**src/hdl/hsv_to_rgb_converter_macros.svh**
```systemverilog
// ----------------------------------------------------------------------------
// HSV to RGB converter assertion macros
// Concurrent assertion wrappers; they expand to nothing when SYNTH is defined.
// ----------------------------------------------------------------------------
`ifndef HSV_TO_RGB_CONVERTER_MACROS_SVH
`define HSV_TO_RGB_CONVERTER_MACROS_SVH

`ifndef SYNTH
// checked outside reset only
`define H2R_ASSERT(lbl, clk_, rst_, prop, msg) \
  lbl: assert property (@(posedge clk_) disable iff (rst_) prop) else $error(msg);
// checked at every edge, reset included
`define H2R_ASSERT_ALWAYS(lbl, clk_, prop, msg) \
  lbl: assert property (@(posedge clk_) prop) else $error(msg);
`else
`define H2R_ASSERT(lbl, clk_, rst_, prop, msg)
`define H2R_ASSERT_ALWAYS(lbl, clk_, prop, msg)
`endif

`endif

```
**src/hdl/h2r_pkg.sv**
```systemverilog
// ----------------------------------------------------------------------------
// HSV to RGB converter package
// Field widths, fixed-point constants and sector decode helpers.
// ----------------------------------------------------------------------------
`default_nettype none

package h2r_pkg;

  localparam int unsigned HUE_W       = 9;
  localparam int unsigned PCT_W       = 7;
  localparam int unsigned CH_W        = 8;
  localparam int unsigned SEC_W       = 3;
  localparam int unsigned FRAC_W      = 6;
  localparam int unsigned TERM_W      = 13;  // 6000 - S*k, at most 6000
  localparam int unsigned PROD_W      = 20;  // B*term, at most 600000
  localparam int unsigned SUM_W       = 28;  // 255*B*term + 300000
  localparam int unsigned DIV_PRESHIFT = 6;  // 600000 = 2^6 * 9375
  localparam int unsigned QUO_W       = SUM_W - DIV_PRESHIFT;
  localparam int unsigned RECIP_W     = 23;
  localparam int unsigned RECIP_SHIFT = 36;
  localparam int unsigned MUL_W       = QUO_W + RECIP_W;

  localparam logic [HUE_W-1:0]   HUE_WRAP   = 9'd360;
  localparam logic [HUE_W-1:0]   SEC_SPAN   = 9'd60;
  localparam logic [PCT_W-1:0]   PCT_MAX    = 7'd100;
  localparam logic [FRAC_W-1:0]  FRAC_FULL  = 6'd60;
  localparam logic [TERM_W-1:0]  TERM_FULL  = 13'd6000;
  localparam logic [SUM_W-1:0]   ROUND_BIAS = 28'd300000;
  // ceil(2^36 / 9375); exact floor division for quotients below 2^22
  localparam logic [RECIP_W-1:0] RECIP      = 23'd7330078;

  // channel roles within a sector
  localparam logic [1:0] ROLE_LEAD  = 2'd0;
  localparam logic [1:0] ROLE_FLOOR = 2'd1;
  localparam logic [1:0] ROLE_FALL  = 2'd2;
  localparam logic [1:0] ROLE_RISE  = 2'd3;

  typedef logic [HUE_W-1:0]  hue_t;
  typedef logic [PCT_W-1:0]  pct_t;
  typedef logic [CH_W-1:0]   chan_t;
  typedef logic [FRAC_W-1:0] frac_t;
  typedef logic [SEC_W-1:0]  sec_t;
  typedef logic [TERM_W-1:0] term_t;

  // index 0 red, 1 green, 2 blue
  typedef logic [2:0][1:0] roles_t;

  typedef struct packed {
    sec_t  sec;
    frac_t frac;
  } sector_t;

  // hue already below 360
  function automatic sector_t sector_split(hue_t h);
    sector_t res;
    hue_t    base;
    if (h >= 5 * SEC_SPAN) begin
      res.sec = 3'd5; base = hue_t'(5 * SEC_SPAN);
    end else if (h >= 4 * SEC_SPAN) begin
      res.sec = 3'd4; base = hue_t'(4 * SEC_SPAN);
    end else if (h >= 3 * SEC_SPAN) begin
      res.sec = 3'd3; base = hue_t'(3 * SEC_SPAN);
    end else if (h >= 2 * SEC_SPAN) begin
      res.sec = 3'd2; base = hue_t'(2 * SEC_SPAN);
    end else if (h >= SEC_SPAN) begin
      res.sec = 3'd1; base = SEC_SPAN;
    end else begin
      res.sec = 3'd0; base = '0;
    end
    res.frac = FRAC_W'(h - base);
    return res;
  endfunction

  function automatic roles_t sector_roles(sec_t sec);
    roles_t r;
    case (sec)
      3'd0:    r = {ROLE_FLOOR, ROLE_RISE,  ROLE_LEAD};
      3'd1:    r = {ROLE_FLOOR, ROLE_LEAD,  ROLE_FALL};
      3'd2:    r = {ROLE_RISE,  ROLE_LEAD,  ROLE_FLOOR};
      3'd3:    r = {ROLE_LEAD,  ROLE_FALL,  ROLE_FLOOR};
      3'd4:    r = {ROLE_LEAD,  ROLE_FLOOR, ROLE_RISE};
      default: r = {ROLE_FALL,  ROLE_FLOOR, ROLE_LEAD};
    endcase
    return r;
  endfunction

  function automatic frac_t role_k(logic [1:0] role, frac_t frac);
    frac_t k;
    case (role)
      ROLE_LEAD:  k = '0;
      ROLE_FLOOR: k = FRAC_FULL;
      ROLE_FALL:  k = frac;
      ROLE_RISE:  k = FRAC_FULL - frac;
      default:    k = '0;
    endcase
    return k;
  endfunction

endpackage

`default_nettype wire

```
**src/hdl/hsv_to_rgb_converter.sv**
```systemverilog
// ----------------------------------------------------------------------------
// HSV to RGB converter
// Six-stage pipeline from hue/saturation/brightness to 8-bit red/green/blue.
// ----------------------------------------------------------------------------
//  channel   dir  tdata fields (lsb first)
//  s_axis    in   hue_degrees[8:0] saturation_pct[15:9] brightness_pct[22:16]
//  m_axis    out  red[7:0] green[15:8] blue[23:16]
//
//  One pixel per cycle sustained while m_tready stays high; an input transfer
//  reaches output valid through the stage chain wrap/clamp, sector split, S*k
//  term, B*term product, rounding sum and reciprocal multiply.
//  rst (synchronous) clears the stage valid bits only.
//  Each stage advances when it is empty or the stage after it advances, so
//  a stall fills bubbles first and then holds every stage in place.
// ----------------------------------------------------------------------------
`default_nettype none

`include "hsv_to_rgb_converter_macros.svh"

module hsv_to_rgb_converter
  import h2r_pkg::*;
(
  input  wire logic        clk,
  input  wire logic        rst,
  input  wire logic        s_tvalid,
  output logic             s_tready,
  input  wire logic [23:0] s_tdata,   // hue_degrees, saturation_pct, brightness_pct
  output logic             m_tvalid,
  input  wire logic        m_tready,
  output logic [23:0]      m_tdata    // red, green, blue
);

  localparam int unsigned NSTG = 6;

  logic [NSTG-1:0] vld;
  logic [NSTG-1:0] adv;

  always_comb begin
    adv[NSTG-1] = !vld[NSTG-1] || m_tready;
    for (int i = NSTG - 2; i >= 0; i--) begin
      adv[i] = !vld[i] || adv[i+1];
    end
  end

  assign s_tready = adv[0];
  assign m_tvalid = vld[NSTG-1];

  always_ff @(posedge clk) begin
    if (rst) begin
      vld <= '0;
    end else begin
      if (adv[0]) begin
        vld[0] <= s_tvalid;
      end
      for (int i = 1; i < NSTG; i++) begin
        if (adv[i]) begin
          vld[i] <= vld[i-1];
        end
      end
    end
  end

  // stage 0: wrap hue, clamp percentages
  hue_t in_hue;
  pct_t in_sat;
  pct_t in_bri;
  hue_t hue0;
  pct_t sat0;
  pct_t bri0;

  assign in_hue = s_tdata[8:0];
  assign in_sat = s_tdata[15:9];
  assign in_bri = s_tdata[22:16];

  always_ff @(posedge clk) begin
    if (adv[0]) begin
      hue0 <= (in_hue >= HUE_WRAP) ? in_hue - HUE_WRAP : in_hue;
      sat0 <= (in_sat > PCT_MAX) ? PCT_MAX : in_sat;
      bri0 <= (in_bri > PCT_MAX) ? PCT_MAX : in_bri;
    end
  end

  // stage 1: sector and fraction
  sector_t sec1;
  pct_t    sat1;
  pct_t    bri1;

  always_ff @(posedge clk) begin
    if (adv[1]) begin
      sec1 <= sector_split(hue0);
      sat1 <= sat0;
      bri1 <= bri0;
    end
  end

  // stage 2: per-channel term 6000 - S*k
  roles_t          roles1;
  term_t [2:0]     term_next;
  term_t [2:0]     term2;
  pct_t            bri2;

  assign roles1 = sector_roles(sec1.sec);

  always_comb begin
    for (int c = 0; c < 3; c++) begin
      term_next[c] = TERM_FULL - TERM_W'(sat1) * TERM_W'(role_k(roles1[c], sec1.frac));
    end
  end

  always_ff @(posedge clk) begin
    if (adv[2]) begin
      term2 <= term_next;
      bri2  <= bri1;
    end
  end

  // stage 3: B * term
  logic [2:0][PROD_W-1:0] prod3;

  always_ff @(posedge clk) begin
    if (adv[3]) begin
      for (int c = 0; c < 3; c++) begin
        prod3[c] <= PROD_W'(bri2) * PROD_W'(term2[c]);
      end
    end
  end

  // stage 4: 255*p + half divisor, drop the power-of-two part of 600000
  logic [2:0][SUM_W-1:0] sum_next;
  logic [2:0][QUO_W-1:0] quo4;

  always_comb begin
    for (int c = 0; c < 3; c++) begin
      sum_next[c] = (SUM_W'(prod3[c]) << CH_W) - SUM_W'(prod3[c]) + ROUND_BIAS;
    end
  end

  always_ff @(posedge clk) begin
    if (adv[4]) begin
      for (int c = 0; c < 3; c++) begin
        quo4[c] <= sum_next[c][SUM_W-1:DIV_PRESHIFT];
      end
    end
  end

  // stage 5: divide by 9375 through the reciprocal
  logic [2:0][MUL_W-1:0] mul_next;
  chan_t [2:0]           chan5;

  always_comb begin
    for (int c = 0; c < 3; c++) begin
      mul_next[c] = MUL_W'(quo4[c]) * MUL_W'(RECIP);
    end
  end

  always_ff @(posedge clk) begin
    if (adv[5]) begin
      for (int c = 0; c < 3; c++) begin
        chan5[c] <= mul_next[c][RECIP_SHIFT +: CH_W];
      end
    end
  end

  assign m_tdata = {chan5[2], chan5[1], chan5[0]};

  `H2R_ASSERT(a_ready_on_drain, clk, rst, m_tready |-> s_tready, "input stalled while output drains")
  `H2R_ASSERT(a_ready_on_bubble, clk, rst, !vld[0] |-> s_tready, "input stalled with empty first stage")
  `H2R_ASSERT(a_accept_loads, clk, rst, (s_tvalid && s_tready) |=> vld[0], "accepted pixel lost at first stage")
  `H2R_ASSERT_ALWAYS(a_reset_clears, clk, rst |=> !m_tvalid, "output valid right after reset")

endmodule

`default_nettype wire

```
**config.mk**
```make
export PLATFORM = sky130hd
export DESIGN_NAME = hsv_to_rgb_converter
export DESIGN_NICKNAME = d
export VERILOG_FILES = /design/src/hdl/h2r_pkg.sv /design/src/hdl/hsv_to_rgb_converter.sv
export VERILOG_INCLUDE_DIRS = /design/src /design/src/hdl
export SDC_FILE = /design/constraint.sdc
export NUM_CORES = 2
export LEC_CHECK = 0
export BUFFER_PORTS_ARGS = -buffer_cell sky130_fd_sc_hd__buf_2
export CORE_ASPECT_RATIO = 1.2
export CORE_MARGIN = 2
export CORE_UTILIZATION = 52
export CTS_BUF_LIST = sky130_fd_sc_hd__clkbuf_8 sky130_fd_sc_hd__clkbuf_16
export DETAILED_ROUTE_END_ITERATION = 7
export GPL_TIMING_DRIVEN = 0
export PLACE_DENSITY_LB_ADDON = 0.15
export SYNTH_ARGS = -nofsm -noshare
export SYNTH_HDL_FRONTEND = slang
export SYNTH_SLANG_ARGS = --single-unit
```
**constraint.sdc**
```tcl
create_clock -name clk -period 7.1 [get_ports clk]
set_clock_uncertainty 0.15 [all_clocks]
set_input_delay 1.775 -clock clk [delete_from_list [all_inputs] [get_ports clk]]
set_output_delay 1.775 -clock clk [all_outputs]
set_load 0.02 [all_outputs]
```
# After elaboration in Yosys (flattened, before gate mapping)
# Cells that the tools add are included.
totals:
  elab_cells: 101
  output_inout_bits: 26
  in_bits: 28
  ff_bits: 248
classes:
  n_eq_ne: 13
  n_mul: 9
  n_addsub: 12
  n_mux: 15
  order_cmp: 8
  reduce_logical: 17
ops:
  columns: ["op", "n"]
  rows:
  - ["$mul A22 B22 Y43 const B", 3]
  - ["$add A28 B19 Y28 const B", 3]
  - ["$sub A28 B20 Y28", 3]
  - ["$pmux W6 S4", 3]
  - ["$mul A7 B13 Y20", 3]
  - ["$mul A7 B6 Y13", 3]
  - ["$sub A13 B13 Y13 const A", 3]
  - ["$mux W6", 6]
  - ["$pmux W6 S5", 1]
  - ["$ge A9 B8 Y1 const B", 2]
  - ["$ge A9 B9 Y1 const B", 2]
  - ["$gt A7 B7 Y1 const B", 2]
  - ["$eq A2 B2 Y1 const B", 6]
  - ["$ge A9 B6 Y1 const B", 1]
  - ["$ge A9 B7 Y1 const B", 1]
  - ["$mux W9", 1]
  - ["$sub A9 B9 Y9 const B", 1]
  - ["$eq A2 B1 Y1 const B", 3]
  - ["$eq A3 B2 Y1 const B", 2]
  - ["$logic_not A1 Y1", 6]
  - ["$logic_not A2 Y1", 3]
  - ["$logic_or A1 B1 Y1", 6]
  - ["$sub A6 B6 Y6", 1]
  - ["$sub A6 B6 Y6 const A", 1]
  - ["6 further kinds", 8]

# Longest topological paths before layout
logic_depth:
  depth_word: 8
  ltp_mapped: 25
  ltp_nobuf: 25

# Worst setup path before layout
# OpenSTA, ideal clock, no wires.
synth_timing:
  path_kind: "register to register"
  startpoint: "register quo4[53] in the netlist's numbering"
  endpoint: "register chan5 (netlist bit m_tdata[20]), data pin"
  path_buffers: 0
  required_time_ps: 6692
  synth_period_minus_slack_ps: 6343
  arrival_ps: 5935
  setup_time_ps: 258
  slack_ps: 757
  path_stages_with_launch: 22
  cell_sequence: "edfxtp_1 -> inv_1 -> fa_1 -> inv_1 -> fa_1 -> fa_1 -> fa_1 -> fa_1 -> fa_1 -> inv_1 -> fa_1 -> inv_1 -> ha_1 -> a21oi_1 -> o21ai_0 -> a211oi_1 -> nor2_1 -> nor4b_1 -> a21oi_1 -> a21o_1 -> a21oi_1 -> xnor2_1"
synth_lines:
  columns: ["item", "line", "source"]
  rows:
  - ["from (decl)", "hsv_to_rgb_converter.sv:130", "logic [2:0][QUO_W-1:0] quo4;"]
  - ["from (signal, indexed assignment)", "hsv_to_rgb_converter.sv:141", "quo4[c] <= sum_next[c][SUM_W-1:DIV_PRESHIFT];"]
  - ["to (signal, indexed assignment)", "hsv_to_rgb_converter.sv:159", "chan5[c] <= mul_next[c][RECIP_SHIFT +: CH_W];"]
  - ["to (decl)", "hsv_to_rgb_converter.sv:148", "chan_t [2:0] chan5;"]

==> results.txt <==
The top cell type's share of synthesized area came out at 34.95%. The placeable core region came out at 0.09084 sq mm. The slew of the pin with the lowest slew margin is 1.162 ns. The wire length per cell after detailed routing came out at 16.92 um. The global routing met1 resource utilization is 28.85%. The worst slack at placement is -0.5742 ns. Summed over all nets, the half-perimeter wirelength after detailed placement is 87.62 mm. For this design, the slowest cell found on the critical path is sky130_fd_sc_hd__fa_2. The endpoint type of the worst setup path is a flip-flop.

The global-route met3 utilization came out at 2.407%. After synthesis, the netlist uses 74 different library cells. The fraction of layout cells with a size suffix above 1 came out at 5.477%. The worst setup path is launched from a flip-flop. The number of clock buffers added by TritonCTS is 30. Leaving out fill and tap cells, the most frequent cell in the layout is sky130_fd_sc_hd__inv_1. The fraction of the cycle the final worst path needs is 97.05%. The fmax came out at 0.1451 GHz. The count of boundary I/O pins is 54. The total number of vias came out at 30890. In this run the number of H-tree levels came out at 1. In the synthesized netlist the dominant register cell turns out to be sky130_fd_sc_hd__edfxtp_1. The part of the Yosys area used for sequential elements came out at 15.50%. The post-detailed-route via-to-cell ratio came out at 5.174. The initial core utilization is 52.46%. The final count of negative-setup-slack endpoints came out at 0. The mean area per synthesized cell came out at 10.33 sq um. The worst register-to-register path ends at m_tdata[22]. The largest total area in the synthesized netlist belongs to sky130_fd_sc_hd__fa_1.

The clock period minus final worst setup slack came out at 6.890 ns. The tree is rooted in a sky130_fd_sc_hd__clkbuf_16. The depth of the worst register-to-register path is 22.

In this run the most critical hold path is launched from bri0[1]. Along the worst hold path, the cell count comes to 0. For hold timing, the worst endpoint is bri1[1]. The path type of the worst setup path is flip-flop to flip-flop. The initialized floorplan defines 121 standard-cell rows.

The chip height is 335.6 um. The via count of the first global-routing pass came to 33080. TritonCTS built the clock tree. The area of the die is 0.09408 sq mm.

The headroom to the max-slew limit came out at 22.30%. The tool flagged a number of max-cap violations equal to 0. The data arrival time of the critical path is 7.08 ns. On the critical path the largest part of the delay comes from adder cells. In the layout the commonest cells are 1157 x sky130_fd_sc_hd__inv_1, 821 x sky130_fd_sc_hd__fa_1, 805 x sky130_fd_sc_hd__ha_1, 311 x sky130_fd_sc_hd__nand2_1, 242 x sky130_fd_sc_hd__edfxtp_1. The total number of yosys warnings came out at 0. The final number of max-transition violations came out at 0. The most congested layer reported by global routing is met2. The number of design rule violations left after detail routing is 0. Adding up every negative setup slack in the final design gives 0 ns. The post-route worst setup slack came out at 0.2098 ns.

Entering global routing, the biggest net connects 67 pins. The post-synth net total is 6278. The share of async-settable or async-resettable flops after synthesis is 0%. Buffers placed on the I/O ports in this run total 52. Global routing consumed, on the met2 layer, 40.56% of the routing resources. The total buffers and inverters traversed by the critical path came out at 5. For this run, the total global-route usage over all layers was measured as 22.51%.

The hold slack came out at 0.2678 ns. The internal reg-to-reg setup slack is 0.21 ns. The quantity of hold-fixing buffers added after cts is 0. The placer's final routability congestion estimate came out at 0.9042. The gate count after technology mapping came out at 4612.

Counting flops with a built-in enable in the synthesized netlist gives 242. Among the stages of the critical path, the cell type that occurs most often is sky130_fd_sc_hd__fa_1. In this run the critical register-to-register path is launched from quo4[51].

Yosys attributes the largest share of cell area to sky130_fd_sc_hd__fa_1 35%, sky130_fd_sc_hd__ha_1 21%, sky130_fd_sc_hd__edfxtp_1 15%, sky130_fd_sc_hd__inv_1 9.2%, sky130_fd_sc_hd__xnor2_1 2.6%. The worst hold-check path type is flip-flop to flip-flop. Measured along the x axis, the die boundary spans 280.3 um. The flow ran to the end, and the final reports show no timing, DRC or antenna violations. The number of antenna violations at the first check in global routing is 1. The tree built by TritonCTS fans out to 248 sinks. The register bit total from synthesis came out at 248. In this run, the number of DRC markers left after iteration 0 of detailed routing was 1167. The final number of hold-violating endpoints came to 0. The remaining global-route overflow came out at 0.

The overall routed net length is 101.0 mm. The combined area of all synthesized cells came out at 0.04765 sq mm. In this run the deepest clock path goes through 3 buffers. The required arrival time at the worst endpoint is 7.29 ns. Walking the worst path, the cells encountered are buf_6, fa_2, inv_1, fa_1, inv_1, fa_1, fa_1, fa_1, fa_1, inv_1, fa_1, inv_1, ha_1, nand3_1, nor2_2, nand4_1, or3_4, nor3b_1, a211o_1, nand3b_1, a21oi_1, xnor2_1. The largest fanout of any net on the critical path came out at 3.

The area overhead of the layout relative to synthesis came out at 7.586%. The clock reaches the later pin of the worst-skew pair after 0.63 ns. For this run, the detailed router's first-pass iteration total came to 5.

The critical path's largest stage delay came out at 0.56 ns. After clock tree synthesis, the clock-pin slew on the worst setup and hold paths is 0.06 ns. The count of nets left with antenna violations after detail routing came out at 0.

The wire length of the first global-routing pass is 167.7 mm. The final-stage net count is 6444.
==> cells in the mapped netlist, drive strengths merged, types with 21 or more instances <==
cell type,instances
o21bai,28
and2,167
nand2b,21
nor2b,42
nand2,314
ha,806
a21o,69
clkbuf,53
edfxtp,242
a21oi,168
inv,1164
nand3,47
xor2,49
nor3,36
o21a,27
fa,832
o21ai,86
xnor2,142
nor2,108
==> registers in the layout, summed over array words and instances (netlist names) <==
signal   flops
bri0         7
bri1         7
bri2         7
hue0         9
m_tdata     24
prod3       60
quo4        66
sat0         7
sat1         7
sec1         9
term2       39
vld          6
==> worst max-delay path by stage <==
stage          startpoint     endpoint  cells past startpoint
3_5_place_dp      quo4[9]   m_tdata[7]                     21
4_1_cts          quo4[31]  m_tdata[13]                     22
2_1_floorplan    quo4[53]  m_tdata[20]                     21
6_report         quo4[51]  m_tdata[22]                     22
3_3_place_gp     quo4[10]   m_tdata[7]                     21
5_1_grt          quo4[31]  m_tdata[13]                     22
==> kinds of logic (layout without fill, tap and decap cells) <==
kind of cell | after synthesis | after routing | share of synthesized area [%]
adders and majority gates | 1638 | 1638 | 56.12
buffers and inverters | 1218 | 1408 | 9.594
and+or+nand+nor | 822 | 822 | 8.473
AOI/OAI and AO/OA | 494 | 494 | 6.782
DFF | 248 | 248 | 15.50
xor gates and xnor gates | 191 | 191 | 3.511
muxes | 1 | 1 | 0.02101
other | 0 | 1 | 0
==> cell type report <==
cell class,instances,area [sq um]
Fill cell,8049,39570
Multi-Input combinational cell,3146,35920
Sequential cell,248,7387
Inverter,1164,4369
Tap cell,1168,1461
Timing Repair Buffer,134,929.6
Clock buffer,30,750.7
Clock inverter,26,245.2
Buffer,54,202.7
Antenna cell,1,2.502
==> routing by layer <==
layer / routed length (um) / up-vias
met5: 0 / -
met4: 2693 / 0
met3: 3722 / 114
met2: 51610 / 479
met1: 42990 / 15330
li1: - / 14970
==> timing repair <==
| action | in CTS | in global routing |
|---|---|---|
| endpoints found under the setup margin | 20 | 15 |
| setup buffers | 35 | 43 |
| gates resized for setup | 14 | 44 |
| gates cloned | 0 | 0 |
| pin swaps | 0 | 23 |
==> through the flow <==
stage	area [sq um]	util, %	std cells
floorplan	47650	-	4612
detailed placement	49440	54.43	5835
CTS	50780	55.90	5926
global placement	49370	54.35	5832
finish	51270	56.44	5971
global route	51270	56.44	5971
Power is left out: the tool's default activity adds up to more than one toggle a clock period on the data nets, which glitch-free logic cannot reach.
